--- config.mk ---
export PLATFORM = sky130hd
export DESIGN_NAME = bsfc_mac
export DESIGN_NICKNAME = d
export VERILOG_FILES = /design/src/design/bsfc_pkg.sv /design/src/design/bsfc_mac.sv
export SDC_FILE = /design/constraint.sdc
export NUM_CORES = 1
export LEC_CHECK = 0
export BUFFER_PORTS_ARGS = -buffer_cell sky130_fd_sc_hd__buf_2
export CAP_MARGIN = 20
export CELL_PAD_IN_SITES_DETAIL_PLACEMENT = 1
export CELL_PAD_IN_SITES_GLOBAL_PLACEMENT = 1
export CORE_UTILIZATION = 51
export CTS_CLUSTER_DIAMETER = 100
export DETAILED_ROUTE_END_ITERATION = 16
export PLACE_DENSITY_LB_ADDON = 0.1
export SKIP_CTS_REPAIR_TIMING = 1
export SYNTH_ARGS = -nofsm -noshare
export SYNTH_HDL_FRONTEND = slang
export SYNTH_SLANG_ARGS = --single-unit
--- constraint.sdc ---
create_clock -name i_clk -period 9.1 [get_ports i_clk]
set_input_delay 1.82 -clock i_clk [delete_from_list [all_inputs] [get_ports i_clk]]
set_output_delay 1.82 -clock i_clk [all_outputs]
set_load 0.005 [all_outputs]
--- src/design/bsfc_pkg.sv ---
// shared constants, types and rounding function for the binaural fir convolver
`default_nettype none

package bsfc_pkg;

    localparam int TAPS        = 512;
    localparam int TAP_AW      = (TAPS > 1) ? $clog2(TAPS) : 1;
    localparam int CNT_W       = $clog2(TAPS + 1);
    localparam int IDX_BITS    = 9;
    localparam int SAMPLE_BITS = 16;
    localparam int COEF_BITS   = 16;
    localparam int PROD_BITS   = SAMPLE_BITS + COEF_BITS;
    localparam int ACC_BITS    = PROD_BITS + CNT_W;

    localparam logic [1:0] OP_SAMPLE = 2'd0;
    localparam logic [1:0] OP_TAP_L  = 2'd1;
    localparam logic [1:0] OP_TAP_R  = 2'd2;

    localparam logic signed [ACC_BITS:0] RND_HALF = (ACC_BITS + 1)'(1) << (COEF_BITS - 2);
    localparam logic signed [ACC_BITS:0] SAT_MAX  =
        (ACC_BITS + 1)'((1 << (SAMPLE_BITS - 1)) - 1);
    localparam logic signed [ACC_BITS:0] SAT_MIN  = -SAT_MAX - (ACC_BITS + 1)'(1);

    typedef enum logic [2:0] {
        ST_CLEAR,
        ST_IDLE,
        ST_RUN,
        ST_DRAIN,
        ST_DONE
    } t_state;

    typedef struct packed {
        logic              wr_hist;
        logic              wr_left;
        logic              wr_right;
        logic              wr_zero;
        logic [TAP_AW-1:0] wr_addr;
        logic              rd_en;
        logic [TAP_AW-1:0] hist_raddr;
        logic [TAP_AW-1:0] tap_raddr;
        logic              acc_clr;
        logic              mul_en;
        logic              acc_en;
        logic              load_out;
    } t_ctl;

    // round half up, then saturate to the sample range
    function automatic logic signed [SAMPLE_BITS-1:0] round_sat(
        input logic signed [ACC_BITS-1:0] acc
    );
        logic signed [ACC_BITS:0] sum;
        logic signed [ACC_BITS:0] q;
        sum = (ACC_BITS + 1)'(acc) + RND_HALF;
        q   = sum >>> (COEF_BITS - 1);
        if (q > SAT_MAX) begin
            q = SAT_MAX;
        end else if (q < SAT_MIN) begin
            q = SAT_MIN;
        end
        return q[SAMPLE_BITS-1:0];
    endfunction

endpackage

`default_nettype wire

--- src/design/bsfc_mac.sv ---
// shared multiply-accumulate unit for one output channel
`default_nettype none

module bsfc_mac (
    input  wire                                      i_clk,
    input  wire                                      i_acc_clr,
    input  wire                                      i_mul_en,
    input  wire                                      i_acc_en,
    input  wire logic signed [bsfc_pkg::SAMPLE_BITS-1:0] i_x,
    input  wire logic signed [bsfc_pkg::COEF_BITS-1:0]   i_c,
    output logic signed [bsfc_pkg::SAMPLE_BITS-1:0]      o_result
);
    import bsfc_pkg::*;

    logic signed [PROD_BITS-1:0] r_prod;
    logic signed [ACC_BITS-1:0]  r_acc;

    always_ff @(posedge i_clk) begin
        if (i_mul_en) begin
            r_prod <= i_x * i_c;
        end
    end

    always_ff @(posedge i_clk) begin
        if (i_acc_clr) begin
            r_acc <= '0;
        end else if (i_acc_en) begin
            r_acc <= r_acc + ACC_BITS'(r_prod);
        end
    end

    assign o_result = round_sat(r_acc);

endmodule

`default_nettype wire

==> impl_metrics.tcl <==
set metrics [dict create \
    run_status "completed" \
    grt_overflow 0 \
    grt_usage_pct 27.7 \
    required_ps 9180 \
    ys_types 71 \
    post-route-period-util_pct 87.2 \
    nets 2179 \
    clk_pin_slew_ps 70 \
    syn_area_sq_um 15400 \
    max_stage_delay_ps 540 \
    vias_per_cell 5.54 \
    hold_viol 0 \
    hpwl_microns 33100 \
    clk_latency_ps 350 \
    portBuffers 51 \
    cts_buffer_depth 2 \
    cp_slowest_cell "fa_1" \
    avgSynthCellArea_sq_um 8.78 \
    syn2layout_area_growth_pct 5.45 \
    synth_ff_type "dfxtp_1" \
    fin_tns_setup_ps 0 \
    synthCells 1751 \
    htree_num_levels 3 \
    cts_tree "done" \
    rsz0062_at_grt "false" \
    grt_max_degree 49 \
    grt_pass1_vias 13200 \
    start_kind "primary input" \
    cts_root_buf "clkbuf_16" \
    worst-setup-path-type "primary input to flip-flop" \
    wire_per_inst_microns 18.8 \
    worstSetupEndpointType "flip-flop" \
    clkSinkCount 74 \
    gp_congestion 0.909 \
    grt_pass1_wl_microns 67300 \
    synth.ff_latch_count 74 \
    syn_nets 2174 \
    reg2reg_from "r_prod[0]" \
    worstPathArrival_ps 8020 \
    die_h_microns 176 \
    crit_chain "buf_2 > inv_1 > nor2_1 > fa_1 > fa_1 > fa_1 > fa_1 > fa_1 > inv_1 > fa_1 > inv_1 > ha_1 > a21oi_1 > o221ai_1 > a21oi_1 > o21bai_1 > a221o_1 > a2111oi_0 > or3_1 > nand3_1" \
    cts_made_buffers 9 \
    ys_warn_count 0 \
    use_met2_pct 48.3 \
    drtIter0Drc 698 \
    hp-start "r_acc[4]" \
    design.portCount 52 \
    maxCapViolCount 0 \
    drcViolationCount 0 \
    regToRegSetupSlack_ps 5680 \
    routed_wl_microns 40400 \
    num_vias 11900 \
    slew_viol_final 0 \
    tightestPinTransition_ps 976 \
    async_reset_ff_share_pct 0 \
    setup_viol 0 \
    antenna_cells 0 \
    slew_headroom_pct 34.8 \
    drive_above_1_share_pct 4.71 \
    met3_usage_pct 2.23 \
    start_util_pct 51.8 \
    die_area_sq_um 30800 \
    fp-row-count 63 \
    grt_use_met1_pct 37.8 \
    finalCriticalPeriod_ps 7940 \
    antenna_found_initial 0 \
    hp-class "flip-flop to flip-flop" \
    clock_skew_ps 9.02 \
    drt_first_pass_iters 5 \
    cp_max_fo 15 \
    critPathMostFrequentCell "fa_1" \
    yosysSeqAreaShare_pct 11.7 \
    setup.worst_path.start "i_c[15]" \
    fmax_ghz 0.126 \
    fp.coreArea_sq_um 29600 \
    die_w_microns 176 \
    ant_nets 0 \
    synth_edf_count 32 \
    grt-busiest-layer "met2" \
]
per-stage QoR:
stage               utilization (%)  area, sq um  setup WS [ps]  cells  hold slack [ps]
finish                         54.7        16200           1160   2151              471
floorplan                         -        15400           1400   1751              445
global route                   54.7        16200            809   2151              526
global placement               53.7        15900           1070   2135              459
CTS                            54.7        16200           1200   2151              476
detailed placement             53.7        15900            811   2135              466
metal layers:
metal	wire, microns	vias to the layer above
li1	-	5612
met1	18700	6050
met2	19900	232
met3	1300	33
met4	425	0
met5	0	-
cells in the final DEF (no fill, tap or decap), types with 20 or more instances in the layout:
master	netlist	layout
nand2_1	164	164
xor2_1	20	20
buf_2	3	51
nor3_1	27	27
dfxtp_1	42	42
nor2_1	82	82
ha_1	124	124
o21ai_1	22	22
o21ai_0	32	32
nand3_1	35	35
xnor2_1	45	45
a21oi_1	72	72
a21o_1	36	36
and2_1	129	129
edfxtp_1	32	32
fa_1	263	263
inv_1	345	345
state kept, by name, summed over array words and instances, names as in the netlist:
name	cells
r_acc	42
r_prod	32
layout make-up:
cell class / instances / area (sq um)
clock buffer: 9 / 225
clock inverter: 7 / 76.3
fill: 3546 / 13400
inverter: 346 / 1300
multi-input combinational: 1271 / 12000
sequential: 74 / 1800
tap: 390 / 488
timing repair buffer: 54 / 278
synthesized netlist by cell type (all sizes together), types with 36 or more instances:
cell	n	area, sq um
dfxtp	42	841
nor2	82	308
fa	263	5270
o21ai	56	288
a21oi	72	360
clkbuf	52	195
nand2	164	616
inv	345	1290
ha	124	1550
a21o	36	270
and2	129	807
xnor2	45	394
critical path, delay by kind of cell:
family	cells	cell delay, ps
and+or+nand+nor	3	430
buffers and inverters	4	640
AOI/OAI and AO/OA	6	1570
adders and majority gates	7	3550
path summary, 6_finish.rpt:
kind           endpoint  cells after the start
max          r_prod[31]                     20
min            r_acc[4]                      2
max reg2reg   r_acc[26]                     12
min reg2reg    r_acc[4]                      2
kinds of logic (layout without fill, tap and decap cells):
logic type | count (synthesis) | in the layout | share of synthesized area (%)
mux | 11 | 11 | 0.725
flops | 74 | 74 | 11.7
fa+ha+maj | 387 | 387 | 44.4
simple gates | 528 | 528 | 17.3
buf+inv | 406 | 416 | 9.94
xor+xnor | 65 | 65 | 3.70
compound gates | 280 | 280 | 12.2
Power is not shown: default switching activity piles up to over one toggle a cycle in this logic, so the estimate is an artifact.
