$ cat config.mk
export PLATFORM = sky130hd
export DESIGN_NAME = bsfc_ctrl
export DESIGN_NICKNAME = d
export VERILOG_FILES = /design/src/design/bsfc_pkg.sv /design/src/design/bsfc_ctrl.sv
export SDC_FILE = /design/constraint.sdc
export NUM_CORES = 1
export LEC_CHECK = 0
export ABC_AREA = 1
export BUFFER_PORTS_ARGS = -buffer_cell sky130_fd_sc_hd__buf_4
export CAP_MARGIN = 20
export CORE_MARGIN = 3
export CORE_UTILIZATION = 48
export DETAILED_ROUTE_END_ITERATION = 7
export HOLD_SLACK_MARGIN = 0.15
export PLACE_DENSITY = 0.73
export SLEW_MARGIN = 20
export SYNTH_ARGS = -nofsm -noshare
export SYNTH_HDL_FRONTEND = slang
export SYNTH_SLANG_ARGS = --single-unit
export TNS_END_PERCENT = 5
$ cat constraint.sdc
create_clock -name i_clk -period 1.5 [get_ports i_clk]
set_clock_uncertainty 0.1 [all_clocks]
set_input_delay 0 -clock i_clk [delete_from_list [all_inputs] [get_ports i_clk]]
set_output_delay 0 -clock i_clk [all_outputs]
set_load 0.01 [all_outputs]
$ cat src/design/bsfc_pkg.sv
// shared constants, types and rounding function for the binaural fir convolver
`default_nettype none

package bsfc_pkg;

    localparam int TAPS        = 512;
    localparam int TAP_AW      = (TAPS > 1) ? $clog2(TAPS) : 1;
    localparam int CNT_W       = $clog2(TAPS + 1);
    localparam int IDX_BITS    = 9;
    localparam int SAMPLE_BITS = 16;
    localparam int COEF_BITS   = 16;
    localparam int PROD_BITS   = SAMPLE_BITS + COEF_BITS;
    localparam int ACC_BITS    = PROD_BITS + CNT_W;

    localparam logic [1:0] OP_SAMPLE = 2'd0;
    localparam logic [1:0] OP_TAP_L  = 2'd1;
    localparam logic [1:0] OP_TAP_R  = 2'd2;

    localparam logic signed [ACC_BITS:0] RND_HALF = (ACC_BITS + 1)'(1) << (COEF_BITS - 2);
    localparam logic signed [ACC_BITS:0] SAT_MAX  =
        (ACC_BITS + 1)'((1 << (SAMPLE_BITS - 1)) - 1);
    localparam logic signed [ACC_BITS:0] SAT_MIN  = -SAT_MAX - (ACC_BITS + 1)'(1);

    typedef enum logic [2:0] {
        ST_CLEAR,
        ST_IDLE,
        ST_RUN,
        ST_DRAIN,
        ST_DONE
    } t_state;

    typedef struct packed {
        logic              wr_hist;
        logic              wr_left;
        logic              wr_right;
        logic              wr_zero;
        logic [TAP_AW-1:0] wr_addr;
        logic              rd_en;
        logic [TAP_AW-1:0] hist_raddr;
        logic [TAP_AW-1:0] tap_raddr;
        logic              acc_clr;
        logic              mul_en;
        logic              acc_en;
        logic              load_out;
    } t_ctl;

    // round half up, then saturate to the sample range
    function automatic logic signed [SAMPLE_BITS-1:0] round_sat(
        input logic signed [ACC_BITS-1:0] acc
    );
        logic signed [ACC_BITS:0] sum;
        logic signed [ACC_BITS:0] q;
        sum = (ACC_BITS + 1)'(acc) + RND_HALF;
        q   = sum >>> (COEF_BITS - 1);
        if (q > SAT_MAX) begin
            q = SAT_MAX;
        end else if (q < SAT_MIN) begin
            q = SAT_MIN;
        end
        return q[SAMPLE_BITS-1:0];
    endfunction

endpackage

`default_nettype wire

$ cat src/design/bsfc_ctrl.sv
// sequencer: clearing sweep, tap loads and the per-sample tap walk
`default_nettype none

module bsfc_ctrl (
    input  wire                             i_clk,
    input  wire                             i_rst_n,
    input  wire                             i_valid,
    input  wire logic [1:0]                 i_opcode,
    input  wire logic [bsfc_pkg::IDX_BITS-1:0] i_tap_index,
    input  wire                             i_out_free,
    output logic                            o_ready,
    output bsfc_pkg::t_ctl                  o_ctl
);
    import bsfc_pkg::*;

    t_state              r_state, n_state;
    logic [CNT_W-1:0]    r_k, n_k;
    logic [TAP_AW-1:0]   r_ptr, n_ptr;
    logic                r_v1, r_v2;
    logic                accept;
    logic                k_last;
    logic                idx_ok;
    logic [TAP_AW:0]     wrap_addr;

    assign accept = i_valid && (r_state == ST_IDLE);
    assign k_last = (r_k == CNT_W'(TAPS - 1));
    assign idx_ok = ({1'b0, i_tap_index} < (IDX_BITS + 1)'(TAPS));
    // history slot of tap k: ptr - k modulo the buffer depth
    assign wrap_addr = {1'b0, r_ptr} + (TAP_AW + 1)'(TAPS) - {1'b0, r_k[TAP_AW-1:0]};

    // next state
    always_comb begin
        n_state = r_state;
        n_k     = r_k;
        n_ptr   = r_ptr;
        case (r_state)
            ST_CLEAR: begin
                n_k = r_k + CNT_W'(1);
                if (k_last) begin
                    n_state = ST_IDLE;
                    n_k     = '0;
                end
            end
            ST_IDLE: begin
                n_k = '0;
                if (accept && i_opcode == OP_SAMPLE) begin
                    n_state = ST_RUN;
                end
            end
            ST_RUN: begin
                n_k = r_k + CNT_W'(1);
                if (k_last) begin
                    n_state = ST_DRAIN;
                end
            end
            ST_DRAIN: begin
                if (!r_v1 && !r_v2) begin
                    n_state = ST_DONE;
                end
            end
            ST_DONE: begin
                if (i_out_free) begin
                    n_state = ST_IDLE;
                    n_ptr   = (r_ptr == TAP_AW'(TAPS - 1)) ? '0 : r_ptr + TAP_AW'(1);
                end
            end
            default: begin
                n_state = ST_IDLE;
            end
        endcase
    end

    // outputs
    always_comb begin
        o_ready          = (r_state == ST_IDLE);
        o_ctl            = '0;
        o_ctl.mul_en     = r_v1;
        o_ctl.acc_en     = r_v2;
        o_ctl.tap_raddr  = r_k[TAP_AW-1:0];
        o_ctl.hist_raddr = (r_k[TAP_AW-1:0] > r_ptr) ? wrap_addr[TAP_AW-1:0]
                                                     : r_ptr - r_k[TAP_AW-1:0];
        o_ctl.wr_addr    = r_ptr;
        case (r_state)
            ST_CLEAR: begin
                o_ctl.wr_hist  = 1'b1;
                o_ctl.wr_left  = 1'b1;
                o_ctl.wr_right = 1'b1;
                o_ctl.wr_zero  = 1'b1;
                o_ctl.wr_addr  = r_k[TAP_AW-1:0];
            end
            ST_IDLE: begin
                if (accept) begin
                    if (i_opcode == OP_SAMPLE) begin
                        o_ctl.wr_hist = 1'b1;
                        o_ctl.acc_clr = 1'b1;
                    end else begin
                        o_ctl.wr_addr  = i_tap_index[TAP_AW-1:0];
                        o_ctl.wr_left  = (i_opcode == OP_TAP_L) && idx_ok;
                        o_ctl.wr_right = (i_opcode == OP_TAP_R) && idx_ok;
                    end
                end
            end
            ST_RUN: begin
                o_ctl.rd_en = 1'b1;
            end
            ST_DRAIN: begin
            end
            ST_DONE: begin
                o_ctl.load_out = i_out_free;
            end
            default: begin
            end
        endcase
    end

    always_ff @(posedge i_clk) begin
        if (!i_rst_n) begin
            r_state <= ST_CLEAR;
            r_k     <= '0;
            r_ptr   <= '0;
            r_v1    <= 1'b0;
            r_v2    <= 1'b0;
        end else begin
            r_state <= n_state;
            r_k     <= n_k;
            r_ptr   <= n_ptr;
            r_v1    <= (r_state == ST_RUN);
            r_v2    <= r_v1;
        end
    end

endmodule

`default_nettype wire

==> results of run 1 <==
==> worst max-delay path, delay by kind of cell (launching register included) <==
kind                       cells  cell delay [ns]
adders and majority gates      2             0.58
DFF                            1             0.35
and+or+nand+nor                4             0.35
AOI/OAI and AO/OA              1             0.18
buffers and inverters          2             0.15
==> cell families after synthesis <==
kind of cell    Yosys count
xor+xnor                  8
flops                    24
simple gates            146
compound gates           58
buf+inv                  65
fa+ha+maj                13
==> layer usage <==
metal,routed length [um],up-vias,global-route usage (%),share of wire [%]
li1,-,1211,-,-
met1,2860,1179,32.9,38
met2,3590,178,45.1,48
met3,698,44,4.32,9.3
met4,375,0,13.0,5.0
met5,0,-,0,0
==> registers in the layout, summed over array words and instances, names as in the netlist <==
signal / cells
r_v1: 1
r_k: 10
r_ptr: 9
r_state: 3
r_v2: 1
==> final cells by class <==
type                            instances  share of cell area (%)
Inverter                               48                    5.74
Multi-Input combinational cell        225                    45.9
Sequential cell                        24                    16.0
Tap cell                               48                    1.91
Timing Repair Buffer                  112                    28.7
Clock buffer                            4                    1.76
==> where the power goes <==
group | internal, mW | total, mW | leakage [nW] | switching (mW)
logic | 0.312 | 0.592 | 1.25 | 0.279
registers | 0.649 | 0.671 | 0.200 | 0.0223
clock network | 0.235 | 0.456 | 0.0288 | 0.221
total | 1.20 | 1.72 | 1.48 | 0.523
==> worst max-delay path by stage <==
stage	depth (start not counted)	to	slack (ns)	startpoint
3_5_place_dp	7	r_ptr[4]	-0.23	r_ptr[1]
2_1_floorplan	7	o_ctl[19]	-0.05	r_k[3]
3_3_place_gp	9	o_ctl[21]	-0.13	r_ptr[0]
6_report	9	o_ctl[21]	-0.47	r_ptr[0]
4_1_cts	9	o_ctl[21]	-0.35	r_ptr[0]
5_1_grt	9	o_ctl[21]	-0.58	r_ptr[0]
==> cells in the final DEF, fill, tap and decap left out, types with 2 or more instances in the layout <==
cell type and instances:
sky130_fd_sc_hd__dfxtp_4 3, sky130_fd_sc_hd__xor2_1 6, sky130_fd_sc_hd__ha_2 2, sky130_fd_sc_hd__nor2_1 25
sky130_fd_sc_hd__ha_4 6, sky130_fd_sc_hd__nand3_1 27, sky130_fd_sc_hd__a21oi_2 4, sky130_fd_sc_hd__o21ai_0 8
sky130_fd_sc_hd__nand3b_1 2, sky130_fd_sc_hd__a21oi_4 2, sky130_fd_sc_hd__buf_6 7, sky130_fd_sc_hd__o21ai_1 10
sky130_fd_sc_hd__dfxtp_1 12, sky130_fd_sc_hd__a211oi_1 2, sky130_fd_sc_hd__dlygate4sd3_1 3, sky130_fd_sc_hd__nand2_2 3
sky130_fd_sc_hd__buf_4 100, sky130_fd_sc_hd__o21ai_4 3, sky130_fd_sc_hd__a21oi_1 21, sky130_fd_sc_hd__nor2_4 2
sky130_fd_sc_hd__ha_1 4, sky130_fd_sc_hd__dfxtp_2 9, sky130_fd_sc_hd__nand2_1 65, sky130_fd_sc_hd__nand4_1 6
sky130_fd_sc_hd__buf_12 2, sky130_fd_sc_hd__clkbuf_8 4, sky130_fd_sc_hd__o21bai_1 3, sky130_fd_sc_hd__nor3_1 3
sky130_fd_sc_hd__o21ai_2 2, sky130_fd_sc_hd__nor2_2 6, sky130_fd_sc_hd__inv_2 6, sky130_fd_sc_hd__inv_1 42
==> timing repair <==
action	4_1_cts	5_1_grt
resized for setup	42	33
hold buffers	3	0
pin swaps	12	9
endpoints found under the hold margin	23	0
endpoints found under the setup margin	40	43
buffers inserted	4	0
==> results.md, run 1 <==
| Item | Value | Unit |
|---|---|---|
| Overall fraction of global-route tracks in use | 26.8 | % |
| Worst-case setup slack after placement | -0.228 | ns |
| EDFF count, synth | 0 | - |
| Sequential fraction of the synthesis area | 24.1 | % |
| I/O Buffers | 51 | - |
| Number of standard-cell rows in the floorplan | 22 | - |
| Async SR Flop Fraction | 0 | % |
| Leading cell types by count after synthesis | sky130_fd_sc_hd__nand2_1 (67), sky130_fd_sc_hd__inv_1 (47), sky130_fd_sc_hd__nor2_1 (32) | - |
| Crit Reg-Reg Startpoint | r_ptr[4] | - |
| Cell area reported after detailed placement | 2760 | um2 |
| Fraction of final layout cells sized beyond drive strength 1 | 41.4 | % |
| WHS | 0.199 | ns |
| Worst Hold Launch | i_opcode[1] | - |
| Clock tree from TritonCTS | done | - |
| Violations in the final reports | setup timing | - |
| R2R Setup Slk | -0.17 | ns |
| Arr. time, crit path | 1.87 | ns |
| Number of max-slew violations in the final report | 0 | - |
| CTS clk-pin slew, worst paths | 0.09 | ns |
| Transition at the pin with the smallest max-transition slack | 0.285 | ns |
| Endpoint required time on the critical path | 1.40 | ns |
| Netlist area before placement | 2000 | um2 |
| Worst-case reg-to-reg path depth | 8 | - |
| Largest family of logic cells by synthesized area | simple AND/OR/NAND/NOR gates | - |
| Fraction of the mapped netlist area in simple logic gates | 32.3 | % |
| DRC Markers | 0 | - |
| Synthesis-stage register bit count | 24 | - |
| Power density over the cells | 548 | nW/um2 |
| 1st-pass router iterations | 5 | - |
| Iter 0 DRT Violations | 297 | - |
| Placed Cells incl. Taps | 450 | - |
| Worst setup path category | reg -> out | - |
| Worst path cell trace | inv_2 > ha_4 > fa_2 > o21ai_4 > nand4_1 > nand2_1 > nand2_1 > nand2_1 > buf_6 | - |
| Post-Synthesis Mean Instance Area | 6.36 | um2 |
| # fillers | 241 | - |
| Setup TNS Final | -5.83 | ns |
| Most used standard cell by instance count after synthesis | sky130_fd_sc_hd__nand2_1 | - |
| Number of nets in the layout | 442 | - |
| Die X-Extent | 70.5 | um |
| Remaining antenna violation count | 0 | - |
| Syn-to-layout area delta | 57.1 | % |
| Non-filler instance count after layout | 461 | - |
| Area taken by multi-input logic gates | 1440 | um2 |
| Via count of the first global-routing pass | 2368 | - |
| Top cell type by total area after synthesis | sky130_fd_sc_hd__dfxtp_1 | - |
| Classification of the worst-slack hold path | in -> out | - |
| Number of antenna violations at the first check in global routing | 0 | - |
| Total CTS buffers | 3 | - |
| Level count of the clock H-tree | 1 | - |
| Slowest Stage Delay on Critical Path | 0.41 | ns |
| PnR worst setup slack | -0.474 | ns |
| Number of diodes added for antenna fixing | 0 | - |
| Starting density of the core | 52.2 | % |
| Clock latency reported for the late side of the worst-skew pair | 0.27 | ns |
| Adder-cell share of the synthesized area | 8.52 | % |
| Wirelength, routed | 7530 | um |
| I/O Pins | 52 | - |
| Achievable clock frequency | 507 | MHz |
| Reg-to-reg endpoint | r_ptr[4] | - |
| Hold-critical path depth | 3 | - |
| Critical path's slowest cell | sky130_fd_sc_hd__fa_2 | - |
| Setup repair after global routing missed its margin | yes | - |
| Run status | complete, but fails checks | - |
| Vias per cell | 5.67 | - |
| Last weighted congestion value of the routability-driven placer | 0.900 | - |
| Peak ir drop on the vdd network | 0.393 | mV |
| Peak fanout along the critical path | 3 | - |
| Detailed-route via count | 2612 | - |
| Kind of end point of the critical path | output port | - |
| Hold Crit Endpoint | o_ctl[34] | - |
| Startpoint kind of the worst setup timing path | flip-flop | - |
| Final HPWL from detailed placement | 4870 | um |
| Post-synthesis share of cell area spent on xor and xnor gates | 3.51 | % |
| Sequential Area | 503 | um2 |
| Average wire per cell in the routed design | 16.3 | um |
| CTS sink count | 24 | - |
| Max-Slew Margin vs Limit | 80.8 | % |
| Leakage power figure | 1.48 | nW |
| Global-route wire length before repair | 10700 | um |
| Synth warn | 0 | - |
| Remaining global-route overflow | 0 | - |
| Multiplexer share of the synthesized area | 0 | % |
| Most used cell, CP | sky130_fd_sc_hd__nand2_1 | - |
| Period utilization | 132 | % |
| Placeable Area | 3830 | um2 |
| CTS max path bufs | 2 | - |
| Pin count of the biggest net entering global routing | 19 | - |
| Synth Area in Compound Gates | 16.2 | % |
| Synthesized instance count | 314 | - |
| Cells taking the most area after synthesis | sky130_fd_sc_hd__dfxtp_1 (24%), sky130_fd_sc_hd__nand2_1 (13%), sky130_fd_sc_hd__inv_1 (8.8%), sky130_fd_sc_hd__ha_1 (7.5%), sky130_fd_sc_hd__nand3_1 (7.0%) | - |
| Finished Core Util | 82.0 | % |
| Setup-failing EPs final | 30 | - |
| Number of max-cap violations | 0 | - |
| Total Die Area | 4970 | um2 |
| Dominant synthesized flop cell | sky130_fd_sc_hd__dfxtp_1 | - |
| Design Power | 1.72 | mW |
| Final design area excluding fillers | 3140 | um2 |
| Time the worst path needs with I/O delays and setup | 1.97 | ns |
| Clock tree root driver cell | sky130_fd_sc_hd__clkbuf_8 | - |
| Synthesized Nets | 342 | - |
| Share of Yosys cell area claimed by the top area cell type | 24.1 | % |
| Vertical die dimension | 70.5 | um |
| Endpoints failing hold | 0 | - |
| Count of unique library cells instantiated by Yosys | 32 | - |
(Power assumes the default switching activity.)
==> run 2, diff against run 1 <==
--- a/config.mk
+++ b/config.mk
@@ -11,7 +11,7 @@
 export CORE_MARGIN = 3
 export CORE_UTILIZATION = 48
 export DETAILED_ROUTE_END_ITERATION = 7
-export HOLD_SLACK_MARGIN = 0.15
+export HOLD_SLACK_MARGIN = 0.02
 export PLACE_DENSITY = 0.73
 export SLEW_MARGIN = 20
 export SYNTH_ARGS = -nofsm -noshare
==> constraint.sdc (replaced) <==
create_clock -name i_clk -period 1.5 [get_ports i_clk]
set_clock_uncertainty 0.1 [all_clocks]
set_input_delay 0.3 -clock i_clk [delete_from_list [all_inputs] [get_ports i_clk]]
set_output_delay 0.3 -clock i_clk [all_outputs]
set_load 0.01 [all_outputs]
==> run 2 against run 1 <==
The flow still finishes with violations (setup timing); combinational power decreased by 2%; worst hold slack improved by 0.032 ns; fmax decreased by 8.5%; non-clock buffer count increased by 10; total power increased by 6.6%; clock power increased by 29%; largest power group unchanged.
==> results.md, run 2 (synthesized netlist as in run 1, its figures left out) <==
| Item | Value | Unit | Change |
|---|---|---|---|
| Run status | complete, but fails checks | - |  |
| Violations in the final reports | setup timing | - |  |
| Number of flip-flops in the largest register | 10 | - | unchanged |
| Global-route wire length before repair | 10600 | um | -1.1% |
| Achievable clock frequency | 463 | MHz | -8.5% |
| Power density over the cells | 574 | nW/um2 | +4.8% |
| Remaining antenna violation count | 0 | - | unchanged |
| Endpoints failing hold | 0 | - | unchanged |
| DRC Markers | 0 | - | unchanged |
| Design Power | 1.83 | mW | +6.6% |
| Overall fraction of global-route tracks in use | 26.0 | % | -0.73 points |
| Setup repair after global routing missed its margin | yes | - |  |
| Fraction of final layout cells sized beyond drive strength 1 | 44.9 | % | +3.5 points |
| Placeable Area | 3830 | um2 | unchanged |
| Peak ir drop on the vdd network | 0.575 | mV | +46% |
| Last weighted congestion value of the routability-driven placer | 0.902 | - | +0.21% |
| Setup-failing EPs final | 40 | - | +33% |
| Slowest Stage Delay on Critical Path | 0.37 | ns | -0.04 ns |
| Remaining global-route overflow | 0 | - | unchanged |
| CTS sink count | 24 | - | unchanged |
| PnR worst setup slack | -0.658 | ns | -0.184 ns |
| Wirelength, routed | 7220 | um | -4.0% |
| Classification of the worst-slack hold path | in -> reg | - |  |
| Cell type group with the largest total delay on the critical path | adder cells | - |  |
| Kind of end point of the critical path | output port | - |  |
| Vias per cell | 5.56 | - | -1.9% |
| Arr. time, crit path | 1.76 | ns | -0.11 ns |
| Syn-to-layout area delta | 59.8 | % |  |
| Starting density of the core | 52.2 | % | unchanged |
| Leakage power figure | 1.53 | nW | +2.9% |
| Level count of the clock H-tree | 1 | - | unchanged |
| Number of max-slew violations in the final report | 0 | - | unchanged |
| Vertical die dimension | 70.5 | um | unchanged |
| Endpoint required time on the critical path | 1.10 | ns | -0.30 ns |
| Worst-case setup slack after placement | -0.372 | ns | -0.144 ns |
| Top reg by flops | r_k | - |  |
| Number of nets in the layout | 452 | - | +2.3% |
| Final HPWL from detailed placement | 4970 | um | +2.0% |
| Number of max-cap violations | 0 | - | unchanged |
| Peak fanout along the critical path | 3 | - | unchanged |
| CTS clk-pin slew, worst paths | 0.10 | ns | about the same |
| Top flop regs | r_k (10), r_ptr (9), r_state (3) | - |  |
| Worst setup path category | reg -> out | - |  |
| Number of hold buffers added after CTS | 0 | - | -3 |
| Via count of the first global-routing pass | 2370 | - | +0.084% |
| Transition at the pin with the smallest max-transition slack | 0.282 | ns | -0.00361 ns |
| Number of antenna violations at the first check in global routing | 0 | - | unchanged |
| Time the worst path needs with I/O delays and setup | 2.16 | ns | +0.184 ns |
| 1st-pass router iterations | 7 | - | +2 |
| Detailed-route via count | 2619 | - | +0.27% |
| Number of standard-cell rows in the floorplan | 22 | - | unchanged |
| Clock tree root driver cell | sky130_fd_sc_hd__clkbuf_8 | - |  |
| Total Die Area | 4970 | um2 | unchanged |
| Commonest cells after routing, fill and taps aside | sky130_fd_sc_hd__buf_4 (115), sky130_fd_sc_hd__nand2_1 (64), sky130_fd_sc_hd__inv_1 (38) | - |  |
| Critical path's slowest cell | sky130_fd_sc_hd__fa_2 | - |  |
| Worst path cell trace | inv_2 > ha_4 > fa_2 > o21ai_2 > nand4_1 > nand3_1 > nand2_2 > buf_6 | - |  |
| Max-Slew Margin vs Limit | 81.2 | % | +0.42 points |
| Average wire per cell in the routed design | 15.3 | um | -6.0% |
| Iter 0 DRT Violations | 281 | - | -5.4% |
| I/O Buffers | 51 | - | unchanged |
| Worst path bufs/invs | 2 | - | unchanged |
| Die X-Extent | 70.5 | um | unchanged |
| Startpoint kind of the worst setup timing path | flip-flop | - |  |
| # fillers | 255 | - | +5.8% |
| Clock latency reported for the late side of the worst-skew pair | 0.28 | ns | about the same |
| I/O Pins | 52 | - | unchanged |
| Number of diodes added for antenna fixing | 0 | - | unchanged |
| Total CTS buffers | 3 | - | unchanged |
| CTS max path bufs | 2 | - | unchanged |
| Clock tree from TritonCTS | done | - |  |
| Finished Core Util | 83.4 | % | +1.4 points |
| Period utilization | 144 | % | +12 points |
| Commonest non-fill, non-tap cell in the layout | sky130_fd_sc_hd__buf_4 | - |  |
| Pin count of the biggest net entering global routing | 19 | - | unchanged |
-- run 2: cell count changes in the layout (fill, tap and decap cells not counted), moves of 3 or more --
cell,before,now
sky130_fd_sc_hd__buf_4,100,115
sky130_fd_sc_hd__dlygate4sd3_1,3,0
sky130_fd_sc_hd__inv_1,42,38
sky130_fd_sc_hd__inv_2,6,10
sky130_fd_sc_hd__nand3_1,27,24
sky130_fd_sc_hd__nand3_2,1,4
sky130_fd_sc_hd__nor2_2,6,2
-- run 2: repair_timing --
| item | CTS | global route |
|---|---|---|
| setup buffers | 2 | 3 |
| gates resized for setup | 39 | 33 |
| endpoints found under the setup margin | 45 | 46 |
| pin swaps | 10 | 14 |
-- run 2: metal layers --
| layer | GRT usage [%] | part of all wire (%) | vias to the layer above |
|---|---|---|---|
| met5 | 0 | 0 | - |
| met4 | 4.68 | 2.2 | 0 |
| met3 | 3.45 | 8.1 | 24 |
| met2 | 46.5 | 50 | 154 |
| met1 | 33.5 | 40 | 1211 |
| li1 | - | - | 1230 |
-- run 2: worst min-delay path: cells and delay by family --
kind / cells / cell delay (ns)
buffers and inverters: 2 / 0.20
and+or+nand+nor: 1 / 0.07
-- run 2: cell type report --
type	count	area, um2	share of cell area, %
clock inverters	1	30.0	0.941
multi-input cells	225	1440	45.1
repair buffers	122	942	29.5
clock buffers	3	41.3	1.29
well taps	48	60.1	1.88
flip-flops and latches	24	498	15.6
inverters	48	180	5.65
-- run 2: worst paths after layout --
check | slack [ns] | cells after the start | start | endpoint
setup / recovery | -0.66 | 8 | r_ptr[0] | o_ctl[21]
setup reg to reg | -0.27 | 10 | r_ptr[0] | r_ptr[5]
hold reg to reg | 0.36 | 2 | r_v1 | r_v2
hold / removal | 0.23 | 3 | i_rst_n | r_v2
-- run 2: per-stage QoR --
stage	cell area [um2]	TNS [ns]	hold WS [ns]	instances
final	3190	-12.58	0.232	471
after global routing	3190	-16.83	0.221	471
after CTS	3070	-12.08	0.222	468
after detailed placement	2860	-8.62	0.339	462
after global placement	2860	-7.78	0.325	462
after floorplan	2050	-3.79	0.321	314
-- run 2: where the power goes --
group	internal [mW]	switching, mW	leakage, nW
registers	0.650	0.0143	0.200
logic	0.307	0.271	1.29
clock network	0.357	0.231	0.0357
